<file path="config.mk">
export PLATFORM = sky130hd
export DESIGN_NAME = hysteresis_comparator_lut_core
export DESIGN_NICKNAME = d
export VERILOG_FILES = /design/src/hcl_pkg.sv /design/src/hcl_ram.sv /design/src/hcl_regs.sv /design/src/hcl_front.sv /design/src/hcl_queue.sv /design/src/hcl_back.sv /design/src/hysteresis_comparator_lut_core.sv
export SDC_FILE = /design/constraint.sdc
export NUM_CORES = 2
export LEC_CHECK = 0
export BUFFER_PORTS_ARGS = -buffer_cell sky130_fd_sc_hd__buf_2
export CAP_MARGIN = 30
export CORE_MARGIN = 10
export CORE_UTILIZATION = 40
export DETAILED_ROUTE_END_ITERATION = 10
export SLEW_MARGIN = 20
export SYNTH_ARGS = -nofsm -noshare
export SYNTH_HDL_FRONTEND = slang
export SYNTH_SLANG_ARGS = --single-unit
</file>
<file path="constraint.sdc">
create_clock -name aclk -period 6 [get_ports aclk]
set_clock_uncertainty 0.2 [all_clocks]
set_input_delay 1.2 -clock aclk [delete_from_list [all_inputs] [get_ports aclk]]
set_output_delay 1.2 -clock aclk [all_outputs]
set_load 0.01 [all_outputs]
</file>
<file path="src/hcl_pkg.sv">
// Package for the hysteresis comparator bank with truth-table output.
// Holds the channel payload types, queue entry, register image and codes.
// No dependencies.
package hcl_pkg;

    // Level ceiling for thresholds, hysteresis and the inverted limit
    localparam logic [6:0] LEVEL_MAX = 7'd100;

    // APB address width: three 64-bit registers at 8-byte spacing
    localparam int ADDR_W = 5;

    // Command codes
    localparam logic CMD_SAMPLE      = 1'b0;
    localparam logic CMD_TABLE_WRITE = 1'b1;

    // Register indexes (paddr[4:3])
    localparam logic [1:0] REG_THRESHOLD  = 2'd0;
    localparam logic [1:0] REG_HYSTERESIS = 2'd1;
    localparam logic [1:0] REG_INVERT     = 2'd2;

    typedef struct packed {
        logic       command;
        logic [7:0] sample_a;
        logic [7:0] sample_b;
        logic [7:0] sample_c;
        logic [7:0] sample_d;
        logic [7:0] sample_e;
        logic [7:0] sample_f;
        logic [7:0] sample_g;
        logic [7:0] sample_h;
        logic [7:0] table_index;
        logic [7:0] table_data;
    } in_t;

    typedef struct packed {
        logic [7:0] input_bits;
        logic [7:0] output_bits;
    } out_t;

    // Work handed from front to back: a table write or a table lookup
    typedef struct packed {
        logic       is_write;
        logic [7:0] addr;
        logic [7:0] data;
    } q_entry_t;

    // Register image seen by the comparators
    typedef struct packed {
        logic [63:0] threshold;
        logic [63:0] hysteresis;
        logic [7:0]  invert;
    } cfg_t;

endpackage

</file>
<file path="src/hcl_ram.sv">
// Generic simple dual-port RAM: one write port, one read port, registered read.
// Read data holds while the read enable is low. No dependencies.
module hcl_ram #(
    parameter int WIDTH = 8,
    parameter int DEPTH = 256
) (
    input  logic                     aclk,
    input  logic                     we,
    input  logic [$clog2(DEPTH)-1:0] waddr,
    input  logic [WIDTH-1:0]         wdata,
    input  logic                     re,
    input  logic [$clog2(DEPTH)-1:0] raddr,
    output logic [WIDTH-1:0]         rdata
);

    logic [WIDTH-1:0] mem_reg [DEPTH];
    logic [WIDTH-1:0] rdata_reg;

    // Write and read ports
    always_ff @(posedge aclk) begin
        if (we) begin
            mem_reg[waddr] <= wdata;
        end
        if (re) begin
            rdata_reg <= mem_reg[raddr];
        end
    end

    assign rdata = rdata_reg;

endmodule

</file>
<file path="src/hcl_regs.sv">
// APB configuration registers: thresholds, hysteresis and invert mask.
// Depends on hcl_pkg.
module hcl_regs
    import hcl_pkg::*;
(
    input  logic              aclk,
    input  logic              aresetn,
    input  logic              psel,
    input  logic              penable,
    input  logic              pwrite,
    input  logic [ADDR_W-1:0] paddr,
    input  logic [63:0]       pwdata,
    output logic [63:0]       prdata,
    output logic              pready,
    output cfg_t              cfg
);

    logic [63:0] threshold_reg;
    logic [63:0] hysteresis_reg;
    logic [7:0]  invert_reg;
    logic [1:0]  index;
    logic        wr_en;

    assign pready = 1'b1;
    assign index  = paddr[4:3];
    assign wr_en  = psel && penable && pwrite && pready;

    // Take register writes in the access phase
    always_ff @(posedge aclk) begin
        if (!aresetn) begin
            threshold_reg  <= 64'h3232_3232_3232_3232;
            hysteresis_reg <= 64'h0;
            invert_reg     <= 8'h0;
        end else if (wr_en) begin
            unique case (index)
                REG_THRESHOLD:  threshold_reg  <= pwdata;
                REG_HYSTERESIS: hysteresis_reg <= pwdata;
                REG_INVERT:     invert_reg     <= pwdata[7:0];
                default: ;
            endcase
        end
    end

    // Read back
    always_comb begin
        unique case (index)
            REG_THRESHOLD:  prdata = threshold_reg;
            REG_HYSTERESIS: prdata = hysteresis_reg;
            REG_INVERT:     prdata = {56'h0, invert_reg};
            default:        prdata = 64'h0;
        endcase
    end

    assign cfg = '{threshold: threshold_reg, hysteresis: hysteresis_reg,
                   invert: invert_reg};

endmodule

</file>
<file path="src/hcl_front.sv">
// Front end: accepts transactions, updates the trigger flags of the comparator
// bank and hands a table write or lookup to the queue. Depends on hcl_pkg.
module hcl_front
    import hcl_pkg::*;
#(
    parameter int CHANNELS = 8
) (
    input  logic     aclk,
    input  logic     aresetn,
    input  cfg_t     cfg,
    input  logic     s_valid,
    output logic     s_ready,
    input  in_t      s_data,
    output logic     push_valid,
    input  logic     push_ready,
    output q_entry_t push_entry
);

    logic [7:0] flags_reg;
    logic [7:0] flags_next;
    logic [7:0] samples [8];
    logic       is_write;
    logic       accept;

    function automatic logic [6:0] clamp_level(input logic [7:0] v);
        return (v > {1'b0, LEVEL_MAX}) ? LEVEL_MAX : v[6:0];
    endfunction

    assign samples[0] = s_data.sample_a;
    assign samples[1] = s_data.sample_b;
    assign samples[2] = s_data.sample_c;
    assign samples[3] = s_data.sample_d;
    assign samples[4] = s_data.sample_e;
    assign samples[5] = s_data.sample_f;
    assign samples[6] = s_data.sample_g;
    assign samples[7] = s_data.sample_h;

    // Evaluate every comparator; channel ch lands on bit 7-ch
    always_comb begin
        logic [6:0] th;
        logic [6:0] hy;
        logic [7:0] sum;
        logic [6:0] lim;
        logic       on;
        flags_next = 8'h0;
        for (int ch = 0; ch < 8; ch++) begin
            th  = clamp_level(cfg.threshold[8*ch +: 8]);
            hy  = clamp_level(cfg.hysteresis[8*ch +: 8]);
            sum = {1'b0, th} + {1'b0, hy};
            on  = flags_reg[7-ch];
            lim = 7'd0;
            if (ch < CHANNELS) begin
                if (!cfg.invert[ch]) begin
                    lim = (hy > th) ? 7'd0 : th - hy;
                    if (!on) begin
                        flags_next[7-ch] = samples[ch] >= {1'b0, th};
                    end else begin
                        flags_next[7-ch] = !(samples[ch] < {1'b0, lim});
                    end
                end else begin
                    lim = (sum > {1'b0, LEVEL_MAX}) ? LEVEL_MAX : sum[6:0];
                    if (!on) begin
                        flags_next[7-ch] = samples[ch] <= {1'b0, th};
                    end else begin
                        flags_next[7-ch] = !(samples[ch] > {1'b0, lim});
                    end
                end
            end
        end
    end

    assign is_write   = s_data.command == CMD_TABLE_WRITE;
    assign s_ready    = push_ready;
    assign accept     = s_valid && s_ready;
    assign push_valid = s_valid;
    assign push_entry = '{is_write: is_write,
                          addr: is_write ? s_data.table_index : flags_next,
                          data: s_data.table_data};

    // Advance the flags on each accepted sample set
    always_ff @(posedge aclk) begin
        if (!aresetn) begin
            flags_reg <= 8'h0;
        end else if (accept && !is_write) begin
            flags_reg <= flags_next;
        end
    end

endmodule

</file>
<file path="src/hcl_queue.sv">
// Short FIFO between front and back so each side can stall on its own.
// Depends on hcl_pkg.
module hcl_queue
    import hcl_pkg::*;
#(
    parameter int DEPTH = 2
) (
    input  logic     aclk,
    input  logic     aresetn,
    input  logic     in_valid,
    output logic     in_ready,
    input  q_entry_t in_entry,
    output logic     out_valid,
    input  logic     out_ready,
    output q_entry_t out_entry
);

    localparam int PTR_W = $clog2(DEPTH);
    localparam int CNT_W = $clog2(DEPTH + 1);
    localparam logic [PTR_W-1:0] LAST = PTR_W'(DEPTH - 1);

    q_entry_t         entry_reg [DEPTH];
    logic [PTR_W-1:0] wr_ptr_reg;
    logic [PTR_W-1:0] rd_ptr_reg;
    logic [CNT_W-1:0] count_reg;
    logic [CNT_W-1:0] count_next;
    logic             push;
    logic             pop;

    assign in_ready  = count_reg != CNT_W'(DEPTH);
    assign out_valid = count_reg != '0;
    assign out_entry = entry_reg[rd_ptr_reg];
    assign push      = in_valid && in_ready;
    assign pop       = out_valid && out_ready;

    always_comb begin
        count_next = count_reg;
        if (push && !pop) begin
            count_next = count_reg + 1'b1;
        end else if (pop && !push) begin
            count_next = count_reg - 1'b1;
        end
    end

    // Hold entries; advance pointers on push and pop
    always_ff @(posedge aclk) begin
        if (!aresetn) begin
            wr_ptr_reg <= '0;
            rd_ptr_reg <= '0;
            count_reg  <= '0;
        end else begin
            count_reg <= count_next;
            if (push) begin
                wr_ptr_reg <= (wr_ptr_reg == LAST) ? '0 : wr_ptr_reg + 1'b1;
            end
            if (pop) begin
                rd_ptr_reg <= (rd_ptr_reg == LAST) ? '0 : rd_ptr_reg + 1'b1;
            end
        end
    end

    always_ff @(posedge aclk) begin
        if (push) begin
            entry_reg[wr_ptr_reg] <= in_entry;
        end
    end

endmodule

</file>
<file path="src/hcl_back.sv">
// Back end: carries out table writes and lookups against the truth-table RAM
// and drives the result channel. Depends on hcl_pkg and hcl_ram.
module hcl_back
    import hcl_pkg::*;
(
    input  logic     aclk,
    input  logic     aresetn,
    input  logic     q_valid,
    output logic     q_ready,
    input  q_entry_t q_entry,
    output logic     m_valid,
    input  logic     m_ready,
    output out_t     m_data
);

    logic       out_valid_reg;
    logic [7:0] flags_reg;
    logic [7:0] rdata;
    logic       out_free;
    logic       ram_we;
    logic       ram_re;

    // A lookup needs the output slot; a write never does
    assign out_free = !out_valid_reg || m_ready;
    assign q_ready  = q_entry.is_write || out_free;
    assign ram_we   = q_valid && q_entry.is_write;
    assign ram_re   = q_valid && !q_entry.is_write && out_free;

    hcl_ram #(
        .WIDTH (8),
        .DEPTH (256)
    ) u_table (
        .aclk  (aclk),
        .we    (ram_we),
        .waddr (q_entry.addr),
        .wdata (q_entry.data),
        .re    (ram_re),
        .raddr (q_entry.addr),
        .rdata (rdata)
    );

    // Output slot: the RAM read register holds the table byte alongside it
    always_ff @(posedge aclk) begin
        if (!aresetn) begin
            out_valid_reg <= 1'b0;
        end else if (ram_re) begin
            out_valid_reg <= 1'b1;
        end else if (m_ready) begin
            out_valid_reg <= 1'b0;
        end
    end

    always_ff @(posedge aclk) begin
        if (ram_re) begin
            flags_reg <= q_entry.addr;
        end
    end

    assign m_valid = out_valid_reg;
    assign m_data  = '{input_bits: flags_reg, output_bits: rdata};

endmodule

</file>
<file path="src/hysteresis_comparator_lut_core.sv">
// Top level of the hysteresis comparator bank with truth-table output.
// Depends on hcl_pkg, hcl_regs, hcl_front, hcl_queue, hcl_back and hcl_ram.

// One transaction is accepted per clock while the queue has room, sample set or
// table write alike; the limit is the truth-table RAM, which serves one write or
// one lookup a cycle. The front evaluates all comparators in the cycle of
// acceptance and queues the work; a sample set's result reaches m_valid through
// the queue register and then the registered RAM read, later if the result
// channel stalls. Table writes give no result. A lookup of an entry that was
// never written returns an undefined byte. Configuration is written through
// the APB port with 64-bit data at byte addresses 0, 8 and 16; the user must
// write it only while the block is idle, and the block does not enforce this.
module hysteresis_comparator_lut_core
    import hcl_pkg::*;
#(
    parameter int CHANNELS    = 8,
    parameter int QUEUE_DEPTH = 2
) (
    input  logic              aclk,
    input  logic              aresetn,
    input  logic              psel,
    input  logic              penable,
    input  logic              pwrite,
    input  logic [ADDR_W-1:0] paddr,
    input  logic [63:0]       pwdata,
    output logic [63:0]       prdata,
    output logic              pready,
    input  logic              s_valid,
    output logic              s_ready,
    input  in_t               s_data,
    output logic              m_valid,
    input  logic              m_ready,
    output out_t              m_data
);

    localparam logic [7:0] CHAN_MASK = 8'hFF << (8 - CHANNELS);

    cfg_t     cfg;
    logic     push_valid;
    logic     push_ready;
    q_entry_t push_entry;
    logic     q_valid;
    logic     q_ready;
    q_entry_t q_entry;

    hcl_regs u_regs (
        .aclk    (aclk),
        .aresetn (aresetn),
        .psel    (psel),
        .penable (penable),
        .pwrite  (pwrite),
        .paddr   (paddr),
        .pwdata  (pwdata),
        .prdata  (prdata),
        .pready  (pready),
        .cfg     (cfg)
    );

    hcl_front #(
        .CHANNELS (CHANNELS)
    ) u_front (
        .aclk       (aclk),
        .aresetn    (aresetn),
        .cfg        (cfg),
        .s_valid    (s_valid),
        .s_ready    (s_ready),
        .s_data     (s_data),
        .push_valid (push_valid),
        .push_ready (push_ready),
        .push_entry (push_entry)
    );

    hcl_queue #(
        .DEPTH (QUEUE_DEPTH)
    ) u_queue (
        .aclk      (aclk),
        .aresetn   (aresetn),
        .in_valid  (push_valid),
        .in_ready  (push_ready),
        .in_entry  (push_entry),
        .out_valid (q_valid),
        .out_ready (q_ready),
        .out_entry (q_entry)
    );

    hcl_back u_back (
        .aclk    (aclk),
        .aresetn (aresetn),
        .q_valid (q_valid),
        .q_ready (q_ready),
        .q_entry (q_entry),
        .m_valid (m_valid),
        .m_ready (m_ready),
        .m_data  (m_data)
    );

    // A lookup leaves the queue only when the output slot is free
    a_lookup_slot: assert property (@(posedge aclk) disable iff (!aresetn)
        q_valid && q_ready && !q_entry.is_write |-> !m_valid || m_ready)
        else $error("lookup issued while result slot occupied");

    // A new result follows a lookup in the previous cycle
    a_result_source: assert property (@(posedge aclk) disable iff (!aresetn)
        $rose(m_valid) |-> $past(q_valid && q_ready && !q_entry.is_write))
        else $error("result without a lookup");

    // Unused channels never show up in the flags
    a_unused_channels: assert property (@(posedge aclk) disable iff (!aresetn)
        m_valid |-> (m_data.input_bits & ~CHAN_MASK) == 8'h0)
        else $error("flag set on an unused channel");

endmodule

</file>
==> results.md <==
- P_int: 29400 uW
- Number of synthesized flops with an enable pin: 2098
- Initial DRC Count: about 8100
- Max cap viols: 0
- Slew HR: 0.260
- Number of global-route vias before repair: 61300
- Main synth FF type: edfxtp_1
- Clock share of power: 0.324
- Unrepaired setup endpoints after global routing: no
- IO Count: 240
- Leak: 0.0389 uW
- Starting density of the core: 0.403
- Setup TNS: 0 ns
- Initial antenna violation count: 28
- Nets: 7846
- Post-Route WL: about 310 mm
- WS Path Type: reg -> reg
- Final WS setup: around 0.44 ns
- Die X: 516 um
- Worst-Skew Late Latency: 0.89 ns
- Clk sinks: 2248
- Seq cells post-synth: around 2200
- Worst flop-to-flop path startpoint: u_regs.threshold_reg[8]
- Net Count, Synth: 7413
- Worst-path clk slew: 0.06 ns
- Flop pwr share: 0.436
- Crit path max fanout: 5
- Total track usage: 0.228
- Largest register FFs: 2048
- Ys Warns: 0
- Hold Path Class: reg -> reg
- DP HPWL: between 200 and 250 mm
- Num CTS Buffers: about 220
- Post-synth top area share: 0.641
- Detail Route Antenna Nets: 0
- Initial DRT Pass Iterations: 6
- Post-route DRC: 0
- FF-to-FF setup slack: about 0.44 ns
- Largest cells by area after synthesis: edfxtp_1, mux4_2, nand2_1
- Worst slew pin tran: ~1.1 ns
- Critical Path Source Type: flop
- Maximum clock insertion buffer count: 3
- Post-CTS sizing: 0
- Crit end category: flop
- DR vias/cell: 5.92
- Min Clock Period, post-route: 5.56 ns
- Outcome: completed
- Filler instances: approximately 21000
- Post-synthesis area per instance: about 14 um2
- Most frequent cell after synthesis: edfxtp_1
- Async S/R FF share, synth: 0
- Largest net degree at the start of global routing: 169
- Critical path launch point: u_regs.threshold_reg[8]
- Post-synth top cells: edfxtp_1, nand2_1, nor2_1
- R2R Path End: u_queue.entry_reg[1][14]
- Yosys cell types: 71
- Pwr Density: ~380 nW/um2
- Routed len/inst: 29.0 um
- First-pass GRT wire length: 446 mm
- Worst slack at placement: ~0.27 ns
- Net Sw Frac: 0.315
- Postcts setup bufs: 0
- CP Data Arrival Time: 6.02 ns
- I/O Buffers: 235
- Die Height: 516 um
- Period utilization: 0.926
- P_sw: 13500 uW
- # rows: about 180
- Req. time, crit path: 6.47 ns
- Core Area: 244000 um2
- Comb pwr share: 0.241
- CTS Root Cell: clkbuf_16
- Htree depth: 4
- Overflow after GRT: 0
- Critical Path End: u_queue.entry_reg[1][14]
- Synthesized cell area: 98300 um2
- Max Transition Viols Final: 0
- Sequential area share after synthesis: 0.671
- Share of cells above drive strength 1: 0.178
- Max Freq: 0.180 GHz
- Via Count: approximately 64000
- Cell accounting for the most synthesized area: edfxtp_1
- TritonCTS clock tree: yes
- GPL Wtd Cong: 0.924
- Endpoints failing setup: 0
- Post-CTS Hold Buffers: 0
- P&R area growth vs syn: 14.4%
- R2R cell count: 24
- Die ar.: between 200000 and 300000 um2
- VDD IR-drop max: 0.269 mV
- Final Hold Fails: 0
- Post-Syn Instances: around 7000
## power by group through the flow
stage               Clock, uW  Combinational, uW  Sequential, uW
floorplan                   0               5470           19100
global placement            0               9940           19000
detailed placement          0              10100           19000
CTS                     14000              10200           18700
global route            14700              10800           18700
finish                  13900              10300           18700
## cells in the final DEF, fill, tap and decap left out, drive strengths merged, types with 25 or more instances in the layout
cell type / synthesis / layout
edfxtp: 2098 / 2098
nand2: 1176 / 1176
buf: 165 / 582
nor2: 469 / 469
nand3: 416 / 416
mux4: 329 / 329
ha: 273 / 273
clkbuf: 208 / 268
inv: 191 / 198
dfxtp: 150 / 150
a21oi: 148 / 148
a21boi: 115 / 115
o21ai: 113 / 113
mux2i: 113 / 113
clkinv: 0 / 113
nand4: 85 / 85
a22oi: 79 / 79
and3: 70 / 70
a311oi: 63 / 63
a31oi: 60 / 60
nand2b: 57 / 57
nor2b: 51 / 51
or2: 47 / 47
xnor2: 43 / 43
o22ai: 36 / 36
o21a: 34 / 34
nor3: 31 / 31
a32oi: 29 / 29
and2: 28 / 28
xor2: 25 / 25
## layer usage
layer | wire length, um | vias to the layer above | global-route usage
met5 | 271 | - | 0.00360
met4 | 15300 | 24 | 0.0976
met3 | 33800 | 634 | 0.0588
met2 | 139000 | 3483 | 0.343
met1 | 125000 | 32700 | 0.315
li1 | - | 27200 | -
## cell type report
cell class	instances	area (um2)	share of cell area
inverter	191	732	0.00651
timing repair buffer	582	4220	0.0376
tap	3202	4010	0.0356
multi-input combinational	4155	30200	0.269
sequential	2248	66000	0.587
clock buffer	268	5740	0.0510
antenna	22	55.1	0.000489
clock inverter	147	1510	0.0135
## metrics by stage
step	power, uW	utilization	hold slack, ns	area [um2]	cells
2_1_floorplan	24600	-	0.260	98300	6967
3_3_place_gp	29000	0.430	0.278	105000	10400
3_5_place_dp	29200	0.430	0.284	105000	10400
4_1_cts	42900	0.460	0.248	112000	10800
5_1_grt	44200	0.461	0.266	112000	10800
6_report	42900	0.461	0.294	112000	10800
## critical path: stages (launching register included)
cell	delay, ns
dfxtp_1	0.34
o21ai_0	0.22
nand2_1	0.10
a31oi_2	0.30
and2_1	0.23
ha_1	0.16
inv_1	0.06
fa_1	0.46
nor2b_1	0.11
o21ai_0	0.12
a21oi_1	0.16
o21ai_0	0.11
a21boi_1	0.24
a311oi_1	0.10
mux2_2	0.30
a2111o_1	0.41
ha_1	0.29
nor2b_1	0.13
o21a_1	0.16
o21ai_0	0.14
a21oi_1	0.09
o211a_1	0.22
a211oi_2	0.23
o21ai_0	0.18
o31ai_1	0.30
## worst min-delay path by stage
stage | startpoint | end | slack (ns) | cells past startpoint
2_1_floorplan | u_regs.threshold_reg[10] | u_regs.threshold_reg[10] | 0.26 | 2
3_3_place_gp | u_regs.threshold_reg[16] | u_regs.threshold_reg[16] | 0.28 | 2
5_1_grt | s_data[7] | u_queue.entry_reg[1][7] | 0.27 | 1
3_5_place_dp | u_regs.threshold_reg[48] | u_regs.threshold_reg[48] | 0.28 | 2
4_1_cts | s_data[7] | u_queue.entry_reg[0][7] | 0.25 | 1
6_report | u_regs.threshold_reg[48] | u_regs.threshold_reg[48] | 0.29 | 2
## logic make-up (layout without fill, tap and decap cells)
kind of cell	count (synthesis)	count (layout)	synth area share
AOI/OAI and AO/OA	812	812	0.0566
DFF	2248	2248	0.671
muxes	455	455	0.0885
xor gates and xnor gates	68	68	0.00606
adders and majority gates	289	289	0.0380
and+or+nand+nor	2530	2530	0.115
other	1	23	0.0000381
buffers and inverters	564	1188	0.0249
Power figures use the tool's default switching activity.
